<file path="src/hdl/bns_pkg.sv">
package bns_pkg;

  localparam int unsigned MaxNodes = 8;
  localparam int unsigned NodeW    = MaxNodes;
  localparam int unsigned CntW     = $clog2(MaxNodes + 1);
  localparam int unsigned SuccW    = MaxNodes + 1;
  localparam int unsigned MaskW    = MaxNodes * MaxNodes;
  localparam int unsigned CfgIdxW  = 2;

  typedef enum logic [CfgIdxW-1:0] {
    CFG_NODE_COUNT     = 2'd0,
    CFG_PARENT_MASKS   = 2'd1,
    CFG_POSITIVE_MASKS = 2'd2
  } cfg_reg_e;

  // Per-node outcome of the update rule, node j in bit j.
  typedef struct packed {
    logic [NodeW-1:0] unknown;
    logic [NodeW-1:0] value;
  } node_vec_t;

  // Clamp a written node count into 1..MaxNodes.
  function automatic logic [CntW-1:0] clamp_nodes(logic [CntW-1:0] v);
    logic [CntW-1:0] r;
    r = v;
    if (v == '0) begin
      r = CntW'(1);
    end else if (v > CntW'(MaxNodes)) begin
      r = CntW'(MaxNodes);
    end
    return r;
  endfunction

endpackage

</file>
<file path="src/hdl/bns_node_eval.sv">
module bns_node_eval (
  input  logic [bns_pkg::NodeW-1:0] par_i,
  input  logic [bns_pkg::NodeW-1:0] pos_i,
  input  logic [bns_pkg::NodeW-1:0] ones_i,
  output logic                      known_o,
  output logic                      value_o
);
  import bns_pkg::*;

  logic [NodeW-1:0] neg;
  logic             all_on;
  logic             all_off;

  assign neg     = par_i & ~pos_i;
  // all_on: drives the node to 1, all_off: drives it to 0
  assign all_on  = ((ones_i & pos_i) == pos_i) && ((ones_i & neg) == '0);
  assign all_off = ((ones_i & pos_i) == '0) && ((ones_i & neg) == neg);
  assign known_o = (|par_i) && (all_on || all_off);
  assign value_o = (|par_i) && all_on;

endmodule

</file>
<file path="src/hdl/bns_deposit.sv">
module bns_deposit (
  input  bns_pkg::node_vec_t         nodes_i,
  input  logic [bns_pkg::CntW-1:0]   n_i,
  input  logic [bns_pkg::NodeW-1:0]  idx_i,
  output logic [bns_pkg::NodeW-1:0]  next_state_o,
  output logic [bns_pkg::SuccW-1:0]  count_o,
  output logic                       valid_o
);
  import bns_pkg::*;

  logic [CntW-1:0]  uc;
  logic [CntW-1:0]  rank;
  logic [CntW-1:0]  sel;
  logic [NodeW-1:0] node_val;

  always_comb begin
    uc = '0;
    for (int j = 0; j < MaxNodes; j++) begin
      uc = uc + CntW'(nodes_i.unknown[j]);
    end

    // Fill unknown nodes, lowest node first, with index bits taken MSB first.
    rank     = '0;
    sel      = '0;
    node_val = '0;
    for (int j = 0; j < MaxNodes; j++) begin
      if (nodes_i.unknown[j]) begin
        sel         = uc - CntW'(1) - rank;
        node_val[j] = idx_i[sel[$clog2(NodeW)-1:0]];
        rank        = rank + CntW'(1);
      end else begin
        node_val[j] = nodes_i.value[j];
      end
    end

    count_o     = '0;
    count_o[uc] = 1'b1;
    valid_o     = (idx_i >> uc) == '0;

    // Node k sits in state bit n-1-k.
    next_state_o = '0;
    for (int k = 0; k < MaxNodes; k++) begin
      sel = n_i - CntW'(1) - CntW'(k);
      if (valid_o && (CntW'(k) < n_i)) begin
        next_state_o[k] = node_val[sel[$clog2(NodeW)-1:0]];
      end
    end
  end

endmodule

</file>
<file path="src/hdl/boolean_network_successor.sv">
// Boolean network successor. Each beat on start_i carries a network state
// (node 0 in the most significant used bit) and an enumeration index. The
// block evaluates every node's next value from its configured parents and
// polarities, fills the nodes whose next value is unknown with the index bits
// (most significant first, lowest node first) and returns that successor,
// the number of successors and a flag telling whether the index was in range.
// Timing: a beat is taken in every cycle (busy_o stays low), and its result
// passes through the input register, then through the node evaluators and
// the deposit logic into the result register before it appears on done_o.
// The result is shown for one cycle only and cannot be stalled, so
// the receiver must take it when done_o is high. Program node_count,
// parent_masks and positive_masks through cfg_we_i/cfg_idx_i/cfg_wdata_i only
// while no beat is in flight; node counts of 0 read as 1 and above 8 as 8.
module boolean_network_successor (
  input  logic                          clk_i,
  input  logic                          rst_ni,
  input  logic                          cfg_we_i,
  input  logic [bns_pkg::CfgIdxW-1:0]   cfg_idx_i,
  input  logic [bns_pkg::MaskW-1:0]     cfg_wdata_i,
  input  logic                          start_i,
  output logic                          busy_o,
  input  logic [bns_pkg::NodeW-1:0]     state_id_i,
  input  logic [bns_pkg::NodeW-1:0]     enum_index_i,
  output logic                          done_o,
  output logic [bns_pkg::NodeW-1:0]     next_state_o,
  output logic [bns_pkg::SuccW-1:0]     successor_count_o,
  output logic                          index_valid_o
);
  import bns_pkg::*;

  // Configuration registers; node count is held already clamped.
  logic [CntW-1:0]  n_q;
  logic [MaskW-1:0] par_q;
  logic [MaskW-1:0] pos_q;

  // Input register stage.
  logic             s1_valid_q;
  logic [NodeW-1:0] state_q;
  logic [NodeW-1:0] idx_q;

  // Result register stage.
  logic             done_q;
  logic [NodeW-1:0] next_state_q;
  logic [SuccW-1:0] count_q;
  logic             index_valid_q;

  logic             accept;
  logic [NodeW-1:0] used_mask;
  logic [NodeW-1:0] ones;
  node_vec_t        nodes;
  logic [NodeW-1:0] next_state_d;
  logic [SuccW-1:0] count_d;
  logic             index_valid_d;

  // Never stalls: a new beat is taken every cycle.
  assign busy_o = 1'b0;
  assign accept = start_i && !busy_o;

  always_ff @(posedge clk_i or negedge rst_ni) begin
    if (!rst_ni) begin
      n_q   <= CntW'(MaxNodes);
      par_q <= '0;
      pos_q <= '0;
    end else if (cfg_we_i) begin
      unique case (cfg_reg_e'(cfg_idx_i))
        CFG_NODE_COUNT:     n_q   <= clamp_nodes(cfg_wdata_i[CntW-1:0]);
        CFG_PARENT_MASKS:   par_q <= cfg_wdata_i;
        CFG_POSITIVE_MASKS: pos_q <= cfg_wdata_i;
        default: ;  // unmapped index: drop the write
      endcase
    end
  end

  // Capture the beat; payload needs no reset.
  always_ff @(posedge clk_i or negedge rst_ni) begin
    if (!rst_ni) begin
      s1_valid_q <= 1'b0;
    end else begin
      s1_valid_q <= accept;
    end
  end

  always_ff @(posedge clk_i) begin
    if (accept) begin
      state_q <= state_id_i;
      idx_q   <= enum_index_i;
    end
  end

  // Node-indexed view of the current state: node i lives in bit n-1-i.
  always_comb begin
    logic [CntW-1:0] sel;
    used_mask = '0;
    ones      = '0;
    for (int i = 0; i < MaxNodes; i++) begin
      sel = n_q - CntW'(1) - CntW'(i);
      if (CntW'(i) < n_q) begin
        used_mask[i] = 1'b1;
        ones[i]      = state_q[sel[$clog2(NodeW)-1:0]];
      end
    end
  end

  // One rule evaluator per node; nodes beyond the count take no part.
  for (genvar j = 0; j < MaxNodes; j++) begin : g_node
    logic [NodeW-1:0] par_j;
    logic [NodeW-1:0] pos_j;
    logic             known_j;
    logic             value_j;

    assign par_j = par_q[j*NodeW +: NodeW] & used_mask;
    assign pos_j = pos_q[j*NodeW +: NodeW] & par_j;

    bns_node_eval u_eval (
      .par_i   (par_j),
      .pos_i   (pos_j),
      .ones_i  (ones),
      .known_o (known_j),
      .value_o (value_j)
    );

    assign nodes.unknown[j] = used_mask[j] && !known_j;
    assign nodes.value[j]   = used_mask[j] && value_j;
  end

  bns_deposit u_deposit (
    .nodes_i      (nodes),
    .n_i          (n_q),
    .idx_i        (idx_q),
    .next_state_o (next_state_d),
    .count_o      (count_d),
    .valid_o      (index_valid_d)
  );

  // Result register: strobe for exactly one cycle per beat.
  always_ff @(posedge clk_i or negedge rst_ni) begin
    if (!rst_ni) begin
      done_q <= 1'b0;
    end else begin
      done_q <= s1_valid_q;
    end
  end

  always_ff @(posedge clk_i) begin
    if (s1_valid_q) begin
      next_state_q  <= next_state_d;
      count_q       <= count_d;
      index_valid_q <= index_valid_d;
    end
  end

  assign done_o            = done_q;
  assign next_state_o      = next_state_q;
  assign successor_count_o = count_q;
  assign index_valid_o     = index_valid_q;

endmodule

</file>
<file path="config.mk">
export PLATFORM = sky130hd
export DESIGN_NAME = boolean_network_successor
export DESIGN_NICKNAME = d
export VERILOG_FILES = /design/src/hdl/bns_pkg.sv /design/src/hdl/bns_node_eval.sv /design/src/hdl/bns_deposit.sv /design/src/hdl/boolean_network_successor.sv
export SDC_FILE = /design/constraint.sdc
export NUM_CORES = 1
export LEC_CHECK = 0
export BUFFER_PORTS_ARGS = -buffer_cell sky130_fd_sc_hd__clkbuf_2
export CORE_ASPECT_RATIO = 0.7
export CORE_UTILIZATION = 25
export CTS_BUF_LIST = sky130_fd_sc_hd__clkbuf_16
export DETAILED_ROUTE_END_ITERATION = 10
export RECOVER_POWER = 50
export SYNTH_ARGS = -nofsm -noshare
export SYNTH_HDL_FRONTEND = slang
export SYNTH_SLANG_ARGS = --single-unit
</file>
<file path="constraint.sdc">
create_clock -name clk_i -period 10.8 [get_ports clk_i]
set_input_delay 1.62 -clock clk_i [delete_from_list [all_inputs] [get_ports clk_i]]
set_output_delay 1.62 -clock clk_i [all_outputs]
set_load 0.1 [all_outputs]
</file>
; ---- Word-level counts from Yosys, hierarchy flattened
; Index checks and enable logic that the tools add are counted.
[totals]
ff_bits = 168
word_cells = 326
inputBits = 86
[classes]
n_reduce_logical = 103
bitwise_logic = 48
n_mux = 83
shifts = 1
n_addsub = 29
n_eq_ne = 18
magnitude_cmp = 27
[ops]
columns = op, count
row1 = $and A8 B8 Y8, 40
row2 = $logic_not A8 Y1, 17
row3 = $eq A8 B8 Y1, 16
row4 = $bmux W1 S3, 24
row5 = $lt A3 B4 Y1 const B, 16
row6 = $not A8 Y8, 8
row7 = $reduce_or A8 Y1, 8
row8 = $logic_and A1 B1 Y1, 57
row9 = $mux W1, 50
row10 = $add A4 B1 Y4, 6
row11 = $sub A3 B3 Y3, 6
row12 = $lt A3 B4 Y1 const A, 4
row13 = $mux W3, 5
row14 = $add A3 B1 Y3 const B, 4
row15 = $sub A3 B3 Y3 const B, 4
row16 = $sub A3 B1 Y3 const B, 3
row17 = $logic_not A1 Y1, 8
row18 = $logic_or A1 B1 Y1, 8
row19 = $lt A1 B4 Y1 const A, 2
row20 = $lt A2 B4 Y1 const A, 2
row21 = $mux W4, 2
row22 = $shr A8 B4 Y8, 1
row23 = $reduce_and A2 Y1, 3
row24 = $sub A3 B2 Y3 const B, 2
row25 = other kinds (13), 13

; ---- Logic depth before layout (Yosys ltp)
; Gate-level depths: netlist (run 1).
[logic_depth]
ltp_word = 32
mapped_depth = 37
mapped_depth_nobuf = 32

; ---- Hierarchy
; A second synthesis (run 1) with hierarchy kept.
[hier_totals]
cells_unflattened = 1134
area_unflattened_um2 = 12165.4
[modules_own_cells]
columns = mod, cells_per_inst, seq_area_each_um2, instances, area_each_um2
row1 = boolean_network_successor, 534, 4375.4, 1, 7429.6
row2 = bns_node_eval, 41, 0.0, 8, 304.0
row3 = bns_deposit, 272, 0.0, 1, 2303.5

; ---- Least setup slack after synthesis (run 1)
; No wires, ideal clock.
[synth_path]
kind = reg2reg
start = register n_q[0]
end = register next_state_q[1], in the netlist next_state_o[1], data pin
slack_ns = 1.973
stages_incl_launch_ff = 34
t_arrival_ns = 8.555
synth_period_minus_slack_ns = 8.827
setup_ns = 0.272
path_cell_list = dfrtp_1 buf_2 buf_2 inv_1 buf_4 ha_1 buf_6 mux4_2 mux2i_4 xnor2_1 nor2_1 a311oi_1 and4_1 o21bai_1 and2_1 ha_1 inv_1 fa_1 fa_1 inv_1 fa_1 inv_1 fa_1 inv_1 ha_1 fa_1 mux4_2 mux2i_1 nand2b_1 mux2_2 a32o_1 mux4_2 o211ai_1 a31oi_1
[synth_between]
elab_chain_cells = 32
[synth_lines]
columns = item, line
row1 = "start, declared", boolean_network_successor.sv:32  ; logic [CntW-1:0] n_q;
row2 = "start signal, assigned", boolean_network_successor.sv:61  ; n_q <= CntW'(MaxNodes);
row3 = "start signal, assigned", boolean_network_successor.sv:66  ; CFG_NODE_COUNT: n_q <= clamp_nodes(cfg_wdata_i[CntW-1:0]);
row4 = branches (longest 32 deep; another with $sub A3 B1 Y3), --
row5 = "end signal, assigned", boolean_network_successor.sv:146  ; next_state_q <= next_state_d;
row6 = "end, declared", boolean_network_successor.sv:43  ; logic [NodeW-1:0] next_state_q;
; Parallel ways; which one is timed is not known. The select of a mux whose other input is x is not followed.
; A chain may end at the register's enable or synchronous reset.

; ---- Worst setup path in the final report (run 1)
[layout_path]
start = register n_q[0]
end = register next_state_q[4], in the netlist next_state_o[4], data pin
[layout_between]
elab_chain_cells = 32
[layout_lines]
columns = item
row1 = branches (longest 32 deep; another with $sub A3 B1 Y3)
; Parallel ways; which one is timed is not known. The select of a mux whose other input is x is not followed.

==> summary.md, run 1 <==
| Metric | Value |
|---|---|
| Hold/Removal Path Class | `flop to flop` |
| Critical-path top delay cell | `mux4_2` |
| Synth Area in Adders | `0.0386` |
| CP Max Fanout | `23` |
| Dpl hpwl | `around 29000 um` |
| WL/cell | `~21 um` |
| Clk buf depth | `2` |
| Initial antenna violation count | `3` |
| Critical path startpoint category | `flop` |
| Top cell type's share of synthesized area | `0.283` |
| Synthesized-area fraction occupied by xor and xnor cells | `0.0820` |
| Post-Syn Instances | `1093` |
| Hold_buf cts | `0` |
| Core ar. | `about 46000 um2` |
| Final Cycle Share | `0.912` |
| Synth Register Bits | `168` |
| Num ports | `between 100 and 150` |
| Number of fill cells | `4784` |
| Top-count cell post-synth | `mux2_2` |
| Async set or reset register ratio after synthesis | `0.798` |
| M1 WL | `17400 um` |
| Clock latency on the worst-skew pair | `0.46 ns` |
| CP required | `10.97 ns` |
| Slew Viols, Final | `202` |
| Routed Antenna Nets | `0` |
| Hold Fails Final Rpt | `0` |
| Metal3 WL | `3560 um` |
| CTS buffer count | `17` |
| Crit path capture type | `flop` |
| Sum Neg Setup Slack | `0 ns` |
| # resized after CTS | `0` |
| Utilization after layout | `0.288` |
| Share of layout cells above drive strength 1 | `0.296` |
| Die height | `183 um` |
| Global-route wire length before repair | `~57000 um` |
| I/O Buffers | `about 100` |
| Max-slew headroom | `-1.87` |
| Die width | `261 um` |
| Top Layer Used | `met5` |
| Largest net degree at the start of global routing | `76` |
| Failing checks | `DRC, capacitance limit, slew limit` |
| Gr ovfl total | `0` |
| CTS tree | `yes` |
| Hold_ws | `0.527 ns` |
| Number of flops mapped to enable cells by yosys | `34` |
| GPL Wtd Cong | `0.913` |
| Area occupied by multi-input gates | `between 6000 and 7000 um2` |
| Synth Cell Area | `11700 um2` |
| Slowest stage delay, CP | `0.68 ns` |
| Arrival @ worst endpoint | `roughly 10 ns` |
| Largest family of logic cells by synthesized area | `multiplexers` |
| Vias in the first global route | `9094` |
| Yosys Warn Count | `0` |
| RSZ-0062 raised after global routing | `false` |
| Mux contribution to synthesized area | `0.203` |
| Final Skew | `0.0121 ns` |
| Residual DRC count | `3` |
| Synth area leader | `dfrtp_1` |
| Tmin final | `9.85 ns` |
| Die ar. | `47900 um2` |
| Post-Synth Simple-Gate Area | `0.140` |
| Max_cap viols | `3` |
| Via count | `about 9400` |
| Drt pass-1 iters | `11` |
| CTS Root Cell | `clkbuf_16` |
| H-tree levels | `4` |
| Syn avg cell area | `10.7 um2` |
| Nets | `1288` |
| Count of cell types in the netlist | `100` |
| Worst Tran Pin Value | `between 4 and 5 ns` |
| Compound-Gate Fraction of Synth Area | `0.126` |
| Starting Density | `0.253` |
| Clk sink count | `168` |
| Outcome | `finished, violations left` |
| CTS clk-pin slew, worst paths | `about 0.070 ns` |
| Row cnt | `66` |
| DRT iter0 DRCs | `1010` |
| Top FF cell, synth | `dfrtp_1` |
| Setup repair bufs after CTS | `0` |
| Top post-synthesis cells by count | `136 x mux2_2, 133 x dfrtp_1, 82 x nand2_1, 61 x nor2_1, 61 x xnor2_1` |
| Met2 Wirelength | `between 15000 and 20000 um` |
| Register area | `4380 um2` |
| Max Clk Rate | `0.102 GHz` |
| Aggregate routed wire length | `38000 um` |
| Area Growth Syn to Fin | `14.0%` |
| Setup Crit Path Kind | `flop to flop` |
| GRT Util Overall | `0.160` |
| Synth area leaders | `dfrtp_1 28%, mux2_2 13%, edfxtp_1 8.7%` |
| Sequential area share after synthesis | `0.373` |
| Syn Nets | `1208` |
| DR vias/cell | `5.24` |
| Finish-stage setup viols | `0` |
-- placed cells by master (no fill, tap or decap), types with 9 or more instances in the layout --
cell	instances
mux2_2	136
dfrtp_1	133
clkbuf_2	99
nand2_1	82
nor2_1	61
xnor2_1	61
nand3_1	41
edfxtp_1	34
a21oi_1	33
xor2_1	31
o21ai_0	26
inv_1	25
o22ai_1	24
mux4_2	23
nor3_1	22
ha_1	21
mux2i_1	20
clkbuf_16	18
buf_4	18
and2_1	13
o211ai_1	12
nor2b_1	11
a31oi_1	10
nand2b_1	9
and3_1	9
nand4_1	9
-- metal layers --
metal | GRT usage | vias to the layer above
li1 | - | 4241
met2 | 0.232 | 457
met1 | 0.230 | 4665
met5 | 0 | -
met3 | 0.0446 | 56
met4 | 0.0456 | 4
-- layout make-up --
| type | count | share of cell area |
|---|---|---|
| Inverter | 27 | 0.00757 |
| Multi-Input combinational cell | 835 | 0.517 |
| Tap cell | 612 | 0.0572 |
| Antenna cell | 1 | 0.000187 |
| Clock buffer | 18 | 0.0337 |
| Sequential cell | 168 | 0.327 |
| Timing Repair Buffer | 124 | 0.0491 |
| Clock inverter | 14 | 0.00841 |
-- through the flow --
step,area [um2],worst slack (ns),std cells
2_1_floorplan,11700,1.97,1093
6_report,13400,0.952,1799
3_5_place_dp,12800,1.05,1766
4_1_cts,13400,1.05,1798
5_1_grt,13400,0.491,1799
3_3_place_gp,12800,1.24,1766
-- cells by family (layout without fill, tap and decap cells) --
group,after synthesis,count (layout)
other cells,1,2
simple gates,314,314
buf+inv,90,183
fa+ha+maj,32,32
mux,186,186
xor+xnor,100,100
flops,168,168
compound gates,202,202
-- final timing paths --
check / startpoint / to / slack, ns / cells past startpoint
max in group asynchronous: rst_ni / par_q[20] / 3.58 / 2
min: par_q[28] / par_q[28] / 0.53 / 1
min reg2reg: par_q[28] / par_q[28] / 0.53 / 1
max: n_q[0] / next_state_o[4] / 0.95 / 30
min in group asynchronous: rst_ni / pos_q[61] / 2.67 / 1
max reg2reg: n_q[0] / next_state_o[4] / 0.95 / 30
-- state kept, by name, indices dropped and copies added, names as in the netlist --
name	flops
done_o	1
idx_q	8
index_valid_o	1
n_q	4
next_state_o	8
par_q	64
pos_q	64
s1_valid_q	1
state_q	8
successor_count_o	9
-- worst max-delay path: cells and delay by family (launching register included) --
family                     cells  cell delay, ns
DFF                            1            0.37
and+or+nand+nor                4            0.78
AOI/OAI and AO/OA              4            0.67
muxes                          8            2.89
adders and majority gates      8            3.80
buffers and inverters          6            1.03
Power of run 1 is left out: the tool's default activity adds up to more than one toggle a clock period on the data nets, which glitch-free logic cannot reach.
==> inputs of run 2 (changes only) <==
- CORE_MARGIN: unset -> 2
==> run 2 against run 1 <==
The run ends with capacitance limit, slew limit left. Final cell count is 0.11% lower. Critical path type unchanged. Maximum frequency up 1.9%. Die area is 1.9% higher. Final area fell by 0.35%. Routed wire length is 0.69% lower. Register-to-register slack better by 0.18 ns. Core utilization decreased by 0.10 points. Count of clock-buffer cells in the layout is 1 lower.
==> summary.md, run 2 (synthesized netlist as in run 1, its figures left out) <==
| Metric | Value |
|---|---|
| Routed Antenna Nets | `0` |
| Setup Crit Path Kind | `flop to flop` |
| Sum Neg Setup Slack | `0 ns` |
| Max-slew headroom | `-1.68` |
| Critical path startpoint category | `flop` |
| Via count | `around 9500` |
| Starting Density | `0.253` |
| Finish-stage setup viols | `0` |
| Worst Tran Pin Value | `4.02 ns` |
| Largest net degree at the start of global routing | `74` |
| # resized after CTS | `0` |
| Hold_buf cts | `0` |
| R2r startpoint | `n_q[0]` |
| Gr ovfl total | `0` |
| Slowest stage delay, CP | `0.73 ns` |
| DR vias/cell | `between 5 and 6` |
| GRT Util Overall | `0.155` |
| Hold wc startpoint | `par_q[28]` |
| CTS tree | `yes` |
| CTS Root Cell | `clkbuf_16` |
| Nets | `1287` |
| GR Util met2 | `0.219` |
| CTS clk-pin slew, worst paths | `about 0.07 ns` |
| Arrival @ worst endpoint | `9.83 ns` |
| Die width | `263 um` |
| Crit path capture type | `flop` |
| DRT iter0 DRCs | `943` |
| R2R Path End | `next_state_o[4]` |
| CP Max Fanout | `23` |
| Clock latency on the worst-skew pair | `roughly 0.45 ns` |
| Outcome | `finished, violations left` |
| Reg2reg setup slack | `1.13 ns` |
| CTS buffer count | `17` |
| Setup repair bufs after CTS | `0` |
| Num ports | `106` |
| Final Skew | `0.00736 ns` |
| Critical-path top delay cell | `mux4_2` |
| Hold Crit Endpoint | `par_q[28]` |
| Die height | `around 190 um` |
| Share of layout cells above drive strength 1 | `0.293` |
| Slew Viols, Final | `between 150 and 200` |
| Max Clk Rate | `0.103 GHz` |
| Residual DRC count | `0` |
| Reg2Reg Depth | `31` |
| Initial antenna violation count | `3` |
| H-tree levels | `4` |
| Failing checks | `capacitance limit, slew limit` |
| WHS Path Cells | `1` |
| Dpl hpwl | `28100 um` |
| Hold/Removal Path Class | `flop to flop` |
| Most frequent cells in the layout | `136 x mux2_2, 133 x dfrtp_1, 97 x clkbuf_2` |
| Hold Fails Final Rpt | `0` |
| Global-route wire length before repair | `56800 um` |
| Aggregate routed wire length | `37700 um` |
| Number of fill cells | `4850` |
| GPL Wtd Cong | `0.941` |
| CP required | `10.97 ns` |
| Final Cycle Share | `0.895` |
| Clk sink count | `168` |
| Vias in the first global route | `between 9000 and 10000` |
| Tmin final | `between 9 and 10 ns` |
| Met3 Usage GRT | `0.0395` |
| GRT Max-Usage Layer | `met1` |
| Max_cap viols | `3` |
| RSZ-0062 raised after global routing | `false` |
| Row cnt | `66` |
| Area Growth Syn to Fin | `13.6%` |
| Drt pass-1 iters | `5` |
| M1 GR Usage | `0.228` |
| Core ar. | `46400 um2` |
| Most common cell after layout, fill and taps aside | `mux2_2` |
| Clk buf depth | `2` |
| I/O Buffers | `104` |
| Die ar. | `approximately 49000 um2` |
| WL/cell | `21.0 um` |
## run 2: final cells by class
| type | instances | area, um2 | share of cell area |
|---|---|---|---|
| clock inverter | 14 | 101 | 0.00760 |
| clock buffer | 17 | 425 | 0.0319 |
| tap | 612 | 766 | 0.0574 |
| sequential | 168 | 4380 | 0.328 |
| multi-input combinational | 835 | 6920 | 0.519 |
| antenna | 1 | 2.50 | 0.000188 |
| inverter | 27 | 101 | 0.00760 |
| timing repair buffer | 123 | 647 | 0.0485 |
## run 2: worst max-delay path by stage
stage,to,from
floorplan,next_state_o[1],n_q[0]
global placement,next_state_o[4],n_q[0]
detailed placement,next_state_o[4],n_q[0]
CTS,next_state_o[4],n_q[0]
global route,next_state_o[0],n_q[0]
finish,next_state_o[4],n_q[0]
## run 2: metal layers
layer | vias up | routed length, um
met5 | - | 30
met4 | 4 | 689
met3 | 49 | 3300
met2 | 434 | 15700
met1 | 4793 | 18000
li1 | 4240 | -
## run 2: worst max-delay path, delay by kind of cell, from the launching register on
kind | cells | cell delay (ns)
adder cells (fa/ha/maj) | 8 | 3.63
multiplexers | 7 | 2.23
buffers and inverters | 7 | 1.32
AO/OA/AOI/OAI | 5 | 1.02
AND/OR/NAND/NOR | 3 | 0.54
flip-flops | 1 | 0.37
XOR/XNOR | 1 | 0.25
## run 2: metrics by stage
| step | std cells | util | setup slack, ns | hold WS (ns) | cell area [um2] |
|---|---|---|---|---|---|
| 5_1_grt | 1797 | 0.287 | 0.676 | 0.531 | 13300 |
| 4_1_cts | 1796 | 0.288 | 1.25 | 0.517 | 13400 |
| 3_5_place_dp | 1765 | 0.277 | 1.28 | 0.497 | 12800 |
| 3_3_place_gp | 1765 | 0.277 | 1.45 | 0.491 | 12800 |
| 6_report | 1797 | 0.287 | 1.13 | 0.516 | 13300 |
| 2_1_floorplan | 1093 | - | 1.97 | 0.479 | 11700 |
Power of run 2 is left out for the same reason.
